### config.mk
export PLATFORM = sky130hd
export DESIGN_NAME = button_press_classifier_core
export DESIGN_NICKNAME = d
export VERILOG_FILES = /design/src/hw/rtl/bpc_pkg.sv /design/src/hw/rtl/bpc_cfg.sv /design/src/hw/rtl/bpc_classify.sv /design/src/hw/rtl/button_press_classifier_core.sv
export SDC_FILE = /design/constraint.sdc
export NUM_CORES = 1
export LEC_CHECK = 0
export BUFFER_PORTS_ARGS = -buffer_cell sky130_fd_sc_hd__buf_4
export CORE_UTILIZATION = 28
export DETAILED_ROUTE_END_ITERATION = 12
export PLACE_DENSITY = 0.45
export SLEW_MARGIN = 25
export SYNTH_ARGS = -nofsm -noshare
export SYNTH_HDL_FRONTEND = slang
export SYNTH_SLANG_ARGS = --single-unit
### constraint.sdc
create_clock -name i_clk -period 9.1 [get_ports i_clk]
set_input_delay 0.91 -clock i_clk [delete_from_list [all_inputs] [get_ports i_clk]]
set_output_delay 0.91 -clock i_clk [all_outputs]
set_load 0.01 [all_outputs]
### src/hw/rtl/bpc_pkg.sv
// Package for the button press classifier: request types, configuration
// record, register indexes, gesture codes and reset values. No dependencies.
`default_nettype none

package bpc_pkg;

    localparam int unsigned TIME_W  = 32;
    localparam int unsigned SPAN_W  = 16;
    localparam int unsigned PADDR_W = 5;
    localparam int unsigned PDATA_W = 32;
    localparam int unsigned IDX_W   = 3;

    typedef enum logic [IDX_W-1:0] {
        REG_DEBOUNCE  = 3'd0,
        REG_LONG      = 3'd1,
        REG_RPT_DELAY = 3'd2,
        REG_RPT_INTV  = 3'd3,
        REG_RPT_EN    = 3'd4
    } t_reg_idx;

    typedef enum logic [1:0] {
        GEST_NONE   = 2'd0,
        GEST_SHORT  = 2'd1,
        GEST_LONG   = 2'd2,
        GEST_REPEAT = 2'd3
    } t_gesture;

    localparam logic [SPAN_W-1:0] RST_DEBOUNCE  = 16'd30;
    localparam logic [SPAN_W-1:0] RST_LONG      = 16'd600;
    localparam logic [SPAN_W-1:0] RST_RPT_DELAY = 16'd300;
    localparam logic [SPAN_W-1:0] RST_RPT_INTV  = 16'd100;
    localparam logic              RST_RPT_EN    = 1'b1;

    typedef struct packed {
        logic              level_sample;
        logic [TIME_W-1:0] now_ms;
    } t_in_req;

    typedef struct packed {
        logic [1:0] gesture_code;
        logic       held_level;
    } t_out_req;

    typedef struct packed {
        logic [SPAN_W-1:0] debounce_time;
        logic [SPAN_W-1:0] long_press_time;
        logic [SPAN_W-1:0] repeat_delay;
        logic [SPAN_W-1:0] repeat_interval;
        logic              repeat_enable;
    } t_cfg;

endpackage

`default_nettype wire

### src/hw/rtl/bpc_cfg.sv
// APB-style configuration registers of the button press classifier.
// Depends on bpc_pkg.
`default_nettype none

module bpc_cfg
    import bpc_pkg::*;
(
    input  wire logic               i_clk,
    input  wire logic               i_rst_n,
    input  wire logic               psel,
    input  wire logic               penable,
    input  wire logic               pwrite,
    input  wire logic [PADDR_W-1:0] paddr,
    input  wire logic [PDATA_W-1:0] pwdata,
    output logic      [PDATA_W-1:0] prdata,
    output logic                    pready,
    output t_cfg                    o_cfg
);

    t_cfg             r_cfg;
    logic [IDX_W-1:0] w_idx;
    logic             w_wr;

    assign pready = 1'b1;
    assign w_idx  = paddr[PADDR_W-1:2];
    assign w_wr   = psel && penable && pwrite;

    always_ff @(posedge i_clk) begin
        if (!i_rst_n) begin
            r_cfg.debounce_time   <= RST_DEBOUNCE;
            r_cfg.long_press_time <= RST_LONG;
            r_cfg.repeat_delay    <= RST_RPT_DELAY;
            r_cfg.repeat_interval <= RST_RPT_INTV;
            r_cfg.repeat_enable   <= RST_RPT_EN;
        end else if (w_wr) begin
            unique case (w_idx)
                REG_DEBOUNCE:  r_cfg.debounce_time   <= pwdata[SPAN_W-1:0];
                REG_LONG:      r_cfg.long_press_time <= pwdata[SPAN_W-1:0];
                REG_RPT_DELAY: r_cfg.repeat_delay    <= pwdata[SPAN_W-1:0];
                REG_RPT_INTV:  r_cfg.repeat_interval <= pwdata[SPAN_W-1:0];
                REG_RPT_EN:    r_cfg.repeat_enable   <= pwdata[0];
                default: ;
            endcase
        end
    end

    always_comb begin
        prdata = '0;
        unique case (w_idx)
            REG_DEBOUNCE:  prdata = {{(PDATA_W-SPAN_W){1'b0}}, r_cfg.debounce_time};
            REG_LONG:      prdata = {{(PDATA_W-SPAN_W){1'b0}}, r_cfg.long_press_time};
            REG_RPT_DELAY: prdata = {{(PDATA_W-SPAN_W){1'b0}}, r_cfg.repeat_delay};
            REG_RPT_INTV:  prdata = {{(PDATA_W-SPAN_W){1'b0}}, r_cfg.repeat_interval};
            REG_RPT_EN:    prdata = {{(PDATA_W-1){1'b0}}, r_cfg.repeat_enable};
            default:       prdata = '0;
        endcase
    end

    assign o_cfg = r_cfg;

endmodule

`default_nettype wire

### src/hw/rtl/bpc_classify.sv
// Debounce and gesture state with the single-step classification logic.
// Depends on bpc_pkg.
`default_nettype none

module bpc_classify
    import bpc_pkg::*;
(
    input  wire logic    i_clk,
    input  wire logic    i_rst_n,
    input  wire logic    i_step,
    input  t_in_req      i_req,
    input  t_cfg         i_cfg,
    output t_out_req     o_res
);

    logic              r_raw, n_raw;
    logic [TIME_W-1:0] r_chg_t, n_chg_t;
    logic              r_stable, n_stable;
    logic [TIME_W-1:0] r_press_t, n_press_t;
    logic              r_long_sent, n_long_sent;
    logic [TIME_W-1:0] r_next_rpt, n_next_rpt;

    logic [TIME_W-1:0] w_now;
    logic              w_changed;
    logic              w_deb_ok;
    logic              w_accept;
    logic              w_long_ok;
    logic              w_rpt_ok;
    logic [TIME_W-1:0] w_chg_diff;
    logic [TIME_W-1:0] w_press_diff;
    logic [TIME_W-1:0] w_rpt_diff;
    logic [SPAN_W:0]   w_first_ofs;
    t_gesture          w_code;

    assign w_now        = i_req.now_ms;
    assign w_changed    = i_req.level_sample != r_raw;
    assign w_chg_diff   = w_now - r_chg_t;
    assign w_press_diff = w_now - r_press_t;
    assign w_rpt_diff   = w_now - r_next_rpt;
    assign w_first_ofs  = {1'b0, i_cfg.long_press_time} + {1'b0, i_cfg.repeat_delay};

    // a fresh raw change has zero elapsed time
    assign w_deb_ok  = w_changed ? (i_cfg.debounce_time == '0)
                                 : (w_chg_diff >= {{(TIME_W-SPAN_W){1'b0}}, i_cfg.debounce_time});
    assign w_accept  = (i_req.level_sample != r_stable) && w_deb_ok;
    assign w_long_ok = w_press_diff >= {{(TIME_W-SPAN_W){1'b0}}, i_cfg.long_press_time};
    assign w_rpt_ok  = !w_rpt_diff[TIME_W-1];

    always_comb begin
        n_raw       = i_req.level_sample;
        n_chg_t     = w_changed ? w_now : r_chg_t;
        n_stable    = r_stable;
        n_press_t   = r_press_t;
        n_long_sent = r_long_sent;
        n_next_rpt  = r_next_rpt;
        w_code      = GEST_NONE;
        if (w_accept && i_req.level_sample) begin
            n_stable   = 1'b1;
            n_press_t  = w_now;
            n_next_rpt = w_now + {{(TIME_W-SPAN_W-1){1'b0}}, w_first_ofs};
            if (i_cfg.long_press_time == '0) begin
                n_long_sent = 1'b1;
                w_code      = GEST_LONG;
            end else begin
                n_long_sent = 1'b0;
            end
        end else if (w_accept) begin
            n_stable = 1'b0;
            if (!r_long_sent) begin
                w_code = GEST_SHORT;
            end
        end else if (r_stable) begin
            if (!r_long_sent && w_long_ok) begin
                n_long_sent = 1'b1;
                w_code      = GEST_LONG;
            end else if (r_long_sent && i_cfg.repeat_enable && w_rpt_ok) begin
                n_next_rpt = w_now + {{(TIME_W-SPAN_W){1'b0}}, i_cfg.repeat_interval};
                w_code     = GEST_REPEAT;
            end
        end
    end

    always_ff @(posedge i_clk) begin
        if (!i_rst_n) begin
            r_raw       <= 1'b0;
            r_chg_t     <= '0;
            r_stable    <= 1'b0;
            r_press_t   <= '0;
            r_long_sent <= 1'b0;
            r_next_rpt  <= '0;
        end else if (i_step) begin
            r_raw       <= n_raw;
            r_chg_t     <= n_chg_t;
            r_stable    <= n_stable;
            r_press_t   <= n_press_t;
            r_long_sent <= n_long_sent;
            r_next_rpt  <= n_next_rpt;
        end
    end

    assign o_res.gesture_code = w_code;
    assign o_res.held_level   = n_stable;

endmodule

`default_nettype wire

### src/hw/rtl/button_press_classifier_core.sv
// Top level of the button press classifier: input register, classifier
// step and result register. Depends on bpc_pkg, bpc_cfg and bpc_classify.
//
// Usage:
//   Input channel i_in_valid / o_in_ready carries one request per sample:
//   the raw level and a wrapping millisecond timestamp.
//   Output channel o_out_valid / i_out_ready returns exactly one result per
//   sample: the gesture code and the debounced level after that sample.
//   A request passes through two registers: it is taken into the input
//   register, then its result is written into the result register.
//   Throughput: one request per cycle unless the receiver stalls, set by the single
//   classification step (32-bit subtract and compare) between the two registers.
//   When the receiver stalls, the result holds and one more request can
//   wait in the input register; o_in_ready then drops.
//   Reset (i_rst_n low, synchronous) empties both registers, clears the
//   button state and loads the default timing registers.
//   The APB port is written with psel, penable, pwrite high; pready is tied
//   high. Write the registers only while no request is in flight.
`default_nettype none

module button_press_classifier_core
    import bpc_pkg::*;
(
    input  wire logic               i_clk,
    input  wire logic               i_rst_n,
    input  wire logic               i_in_valid,
    output logic                    o_in_ready,
    input  t_in_req                 i_in_req,
    output logic                    o_out_valid,
    input  wire logic               i_out_ready,
    output t_out_req                o_out_req,
    input  wire logic               psel,
    input  wire logic               penable,
    input  wire logic               pwrite,
    input  wire logic [PADDR_W-1:0] paddr,
    input  wire logic [PDATA_W-1:0] pwdata,
    output logic      [PDATA_W-1:0] prdata,
    output logic                    pready
);

    t_cfg     w_cfg;
    t_in_req  r_in;
    logic     r_in_valid;
    t_out_req r_out, n_out;
    logic     r_out_valid;
    logic     w_out_free;
    logic     w_step;

    bpc_cfg u_cfg (
        .i_clk   (i_clk),
        .i_rst_n (i_rst_n),
        .psel    (psel),
        .penable (penable),
        .pwrite  (pwrite),
        .paddr   (paddr),
        .pwdata  (pwdata),
        .prdata  (prdata),
        .pready  (pready),
        .o_cfg   (w_cfg)
    );

    assign w_out_free = !r_out_valid || i_out_ready;
    assign w_step     = r_in_valid && w_out_free;
    assign o_in_ready = !r_in_valid || w_out_free;

    bpc_classify u_classify (
        .i_clk   (i_clk),
        .i_rst_n (i_rst_n),
        .i_step  (w_step),
        .i_req   (r_in),
        .i_cfg   (w_cfg),
        .o_res   (n_out)
    );

    always_ff @(posedge i_clk) begin
        if (!i_rst_n) begin
            r_in_valid  <= 1'b0;
            r_out_valid <= 1'b0;
        end else begin
            if (o_in_ready) begin
                r_in_valid <= i_in_valid;
            end
            if (w_out_free) begin
                r_out_valid <= r_in_valid;
            end
        end
    end

    always_ff @(posedge i_clk) begin
        if (o_in_ready && i_in_valid) begin
            r_in <= i_in_req;
        end
        if (w_step) begin
            r_out <= n_out;
        end
    end

    assign o_out_valid = r_out_valid;
    assign o_out_req   = r_out;

endmodule

`default_nettype wire
# Word level (Yosys, flattened, before mapping)
# Cells that the tools add are included.
totals:
  reg_bits: 202
  out_inout_bits: 38
  word_cells: 84
op_classes:
  n_addsub: 6
  n_lt_le_gt_ge: 2
  n_eq_ne: 8
  n_mux: 21
  reduce_logical: 30
op_table:
  columns: ["cell", "n"]
  rows:
  - ["two-way mux 32 bit", 5]
  - ["subtractor 32 bit", 3]
  - ["case mux 16 bit (5 select lines)", 1]
  - ["greater-or-equal comparator 32 x 16 -> 1 bit", 2]
  - ["adder 32 x 16 -> 32 bit", 1]
  - ["adder 32 x 17 -> 32 bit", 1]
  - ["zero test 16 bit", 2]
  - ["adder 16 x 16 -> 17 bit", 1]
  - ["AND reduction 2 bit", 7]
  - ["two-way mux 2 bit", 6]
  - ["logical AND 1 bit", 9]
  - ["two-way mux 1 bit", 9]
  - ["equality test 3 x 2 -> 1 bit (second input constant)", 2]
  - ["nonzero test 2 bit", 3]
  - ["AND reduction 5 bit", 1]
  - ["zero test 1 bit", 4]
  - ["AND reduction 4 bit", 1]
  - ["equality test 3 x 1 -> 1 bit (second input constant)", 1]
  - ["equality test 3 bit (second input constant)", 1]
  - ["zero test 3 bit", 1]
  - ["logical OR 1 bit", 2]
  - ["inequality test 1 bit", 2]
  - ["inequality test 2 x 1 -> 1 bit (second input constant)", 1]
  - ["inequality test 2 bit (second input constant)", 1]

# Logic depth before layout (Yosys ltp)
depth:
  word_depth: 8
  depth_mapped: 25
  ltp_nobuf: 22

# Modules after synthesis
# From an unflattened synthesis, not the netlist that was laid out.
hier_totals:
  hier_cells: 1869
  area_unflattened_um2: 15757.6
modules_own_cells:
  columns: ["module", "instances", "cells_each", "area_each_um2"]
  rows:
  - ["bpc_classify", 1, 1514, 11373.4]
  - ["bpc_cfg", 1, 310, 3199.3]
  - ["button_press_classifier_core", 1, 45, 1184.9]

# Worst setup path before layout
# OpenSTA, ideal clock, no wires.
synth_path:
  path_type: "register to register"
  start: "register r_in[1] (netlist bit)"
  end: "register u_classify.r_next_rpt[13]"
  setup_ns: 0.141
  t_arrival_ns: 5.197
  required_time_ns: 8.959
  setup_slack_ns: 3.761
  stages_incl_launch_ff: 23
  path_buffers: 1
  period_less_slack_ns: 5.339
  path_cell_list: "edfxtp_1 -> inv_1 -> fa_1 -> nand2b_1 -> a21oi_1 -> o21ai_0 -> and2_1 -> nor2_1 -> nor2_1 -> xnor2_1 -> ha_1 -> and4_1 -> a32oi_1 -> o21ai_0 -> nand4b_1 -> or4_1 -> a2111oi_2 -> nand4_2 -> o32ai_4 -> mux2_4 -> buf_8 -> a2111oi_0 -> a211oi_2"
synth_between:
  elab_chain_len: 7
synth_lines:
  columns: ["element", "line", "text"]
  rows:
  - ["start: declaration", "button_press_classifier_core.sv:42", "t_in_req r_in;"]
  - ["start signal: assignment", "button_press_classifier_core.sv:91", "r_in <= i_in_req;"]
  - ["subtractor 32 bit", "bpc_classify.sv:37", "assign w_chg_diff = w_now - r_chg_t;"]
  - ["greater-or-equal comparator 32 x 16 -> 1 bit", "bpc_classify.sv:44", ": (w_chg_diff >= {{(TIME_W-SPAN_W){1'b0}}, i_cfg.debounce_time});"]
  - ["two-way mux 1 bit", "bpc_classify.sv:43", "assign w_deb_ok = w_changed ? (i_cfg.debounce_time == '0)"]
  - ["logical AND 1 bit", "bpc_classify.sv:45", "assign w_accept = (i_req.level_sample != r_stable) && w_deb_ok;"]
  - ["logical AND 1 bit", "bpc_classify.sv:57", "if (w_accept && i_req.level_sample) begin"]
  - ["inequality test 2 bit (no line) (tied with other cells)", null, null]
  - ["AND reduction 5 bit (no line)", null, null]
  - ["end signal: assignment", "bpc_classify.sv:97", "r_next_rpt <= n_next_rpt;"]
  - ["end: declaration", "bpc_classify.sv:21", "logic [TIME_W-1:0] r_next_rpt, n_next_rpt;"]
# Several ways; a longest one is shown, not always the timed one. The select of a mux whose other input is x is not followed.
# A chain may end at the register's enable or synchronous reset.

# Worst setup path in the final report
layout_path:
  start: "register r_in[1] (netlist bit)"
  end: "register u_classify.r_next_rpt[10]"
# The elaborated chain is that of the path after synthesis.

==> summary.md <==
| Metric | Value |
|---|---|
| Required @ worst endpoint | `9.49 ns` |
| Final hold viol count | `0` |
| DRC viols | `0` |
| Distinct cells, synth | `86` |
| Global-route wire length before repair | `77.6 mm` |
| Ys flop type | `dfxtp_1` |
| DR vias/cell | `5.04` |
| Tot Pwr | `2.57 mW` |
| Die span in x | `238 um` |
| Min Hold Slack | `0.453 ns` |
| RSZ-0062 raised after global routing | `no` |
| Cts repair resizes | `0` |
| Synth-to-Final Area Change | `14.0%` |
| Drt total wl | `49.6 mm` |
| Peak VDD IR | `0.000132 V` |
| Worst-path clk slew | `0.06 ns` |
| Post-route setup slack | `2.46 ns` |
| CTS root buf | `clkbuf_16` |
| Ys async rst share | `0` |
| Relative slew slack | `0.378` |
| Hold-fix buffers, CTS | `0` |
| HPWL after DPL | `38.2 mm` |
| Gpl congestion | `0.833` |
| CTS tree | `yes` |
| Most frequent cells in the layout | `327 x nand2_1, 220 x a21oi_1, 166 x dfxtp_1` |
| Crit path max fanout | `18` |
| Kind of critical path | `register to register` |
| Initial Util | `0.284` |
| Largest net degree at the start of global routing | `76` |
| CP max stage cell | `edfxtp_1` |
| GR Util All Layers | `0.175` |
| PortBufs | `79` |
| First DRT Iteration DRCs | `896` |
| Postcts setup bufs | `0` |
| Place WS | `2.48 ns` |
| Core ar. | `55,100 um2` |
| CP peak stage delay | `0.71 ns` |
| Seq/Total Area, Yosys | `0.282` |
| Io pins | `115` |
| Initial antenna violation count | `0` |
| Layout fillers | `5,872` |
| Crit-path cells | `inv_1, fa_1, nand2b_1, a21oi_1, o21ai_0, and2_1, nor2_1, nor2_1, xnor2_1, ha_1, and4_1, a32oi_1, o21ai_0, nand4b_1, or4_1, a2111oi_2, nand4_2, o32ai_4, mux2_4, a2111oi_0, a211oi_1` |
| Slew @ Worst Pin | `0.933 ns` |
| CP Capture Type | `register` |
| Htree depth | `1` |
| Commonest non-fill, non-tap cell in the layout | `nand2_1` |
| Clock Path Buffers | `3` |
| Number of synthesized register bits | `202` |
| Die area | `56,700 um2` |
| Antenna Violating Nets Remaining | `0` |
| Crit start category | `register` |
| Tmin final | `6.64 ns` |
| Final setup viols | `0` |
| Synthesized area | `15,600 um2` |
| Height of the die | `238 um` |
| Synthesis Warnings | `0` |
| TritonCTS Sinks | `202` |
| Post-synth EDFFs | `36` |
| Fin nets | `2,236` |
| Syn Area/Cell | `8.07 um2` |
| Overflow after GRT | `0` |
| Setup TNS | `0 ns` |
| Worst clock skew | `0.0160 ns` |
| Routed WL per cell | `18.0 um` |
| Drt first pass iters | `7` |
| Ratio of cells with drive above 1 in the final layout | `0.110` |
| Num CTS Buffers | `27` |
| LEAKAGE | `6.61 nW` |
| Slew Viols, Final | `0` |
| Status | `finished, final reports clean` |
| Max-cap viol count | `0` |
| Worst path arrival time | `7.03 ns` |
| Achievable frequency | `151 MHz` |
| Vias in the first global route | `13,300` |
| Mapped Cells | `1,935` |
| Site row count | `86` |
| Hold Crit Class | `register to register` |
| Via Count | `13,900` |
| PwrDens | `144 nW/um2` |
| Later-pin clock latency in the skew report | `0.56 ns` |
| Final Cycle Share | `0.730` |
[Yosys cell counts (all sizes together), types with 17 or more instances]
cell       n  area, um2
nand2    328       1230
a21oi    221       1110
dfxtp    166       3320
inv      165        619
ha       156       1950
nor2      88        338
clkbuf    60        225
o21ai     59        295
a21o      45        338
xnor2     45        394
buf       42        299
edfxtp    36       1080
nor3      36        180
nand3     34        170
nor2b     34        213
a211oi    32        265
nand4     29        188
o211ai    29        223
a2111oi   22        224
o21a      21        158
fa        20        400
xor2      20        175
a31oi     17        113
nand2b    17        106
[power breakdown]
part / total, mW / internal, mW / leakage, nW / switching (mW)
Combinational: 0.539 / 0.219 / 4.48 / 0.320
Clock: 1.07 / 0.627 / 0.425 / 0.439
Sequential: 0.964 / 0.938 / 1.70 / 0.0264
Total: 2.57 / 1.78 / 6.61 / 0.786
[state kept, by name, indices dropped and copies added, names as in the netlist]
name and count:
u_classify.r_chg_t 32, r_in_valid 1, u_cfg.o_cfg 65, u_classify.r_press_t 32, r_in 33, o_out_valid 1, u_classify.r_raw 1, o_out_req 3
u_classify.r_long_sent 1, u_classify.r_next_rpt 32, u_classify.r_stable 1
[final timing paths]
check | slack [ns] | cells past startpoint | to | startpoint
worst max-delay path | 2.46 | 21 | u_classify.r_next_rpt[10] | r_in[1]
worst min-delay path | 0.45 | 2 | u_classify.r_chg_t[11] | u_classify.r_chg_t[11]
worst max register to register | 2.46 | 21 | u_classify.r_next_rpt[10] | r_in[1]
worst min register to register | 0.45 | 2 | u_classify.r_chg_t[11] | u_classify.r_chg_t[11]
[worst max-delay path, delay by kind of cell (launching register included)]
family	cells	cell delay (ns)
XOR/XNOR	1	0.19
flip-flops	1	0.71
buffers and inverters	1	0.21
AO/OA/AOI/OAI	8	2.40
adder cells (fa/ha/maj)	2	0.77
multiplexers	1	0.46
AND/OR/NAND/NOR	8	1.72
[layout make-up]
class | count | area, um2 | area share
Inverter | 165 | 622 | 0.0349
Multi-Input combinational cell | 1481 | 10200 | 0.571
Tap cell | 748 | 936 | 0.0526
Sequential cell | 202 | 4400 | 0.247
Timing Repair Buffer | 106 | 796 | 0.0447
Clock buffer | 39 | 782 | 0.0439
Clock inverter | 11 | 101 | 0.00569
Antenna cell | 1 | 2.50 | 0.000141
[layer usage]
| metal | vias up | track usage | share of wire |
|---|---|---|---|
| met5 | - | 0 | 0 |
| met4 | 0 | 0.0521 | 0.028 |
| met3 | 60 | 0.0215 | 0.040 |
| met2 | 252 | 0.288 | 0.46 |
| met1 | 6583 | 0.238 | 0.47 |
| li1 | 6974 | - | - |
[kinds of logic after synthesis]
group / share of synthesized area
simple gates: 0.192
compound gates: 0.232
buf+inv: 0.0732
flops: 0.282
fa+ha+maj: 0.151
xor+xnor: 0.0364
mux: 0.0339
other cells: 0.000481
[through the flow]
| step | instances | cell area, um2 | util |
|---|---|---|---|
| after floorplan | 1950 | 15700 | - |
| after global placement | 2702 | 16900 | 0.307 |
| after detailed placement | 2702 | 16900 | 0.307 |
| after CTS | 2752 | 17800 | 0.323 |
| after global routing | 2752 | 17800 | 0.323 |
| final | 2753 | 17800 | 0.323 |
(Power assumes the default switching activity.)
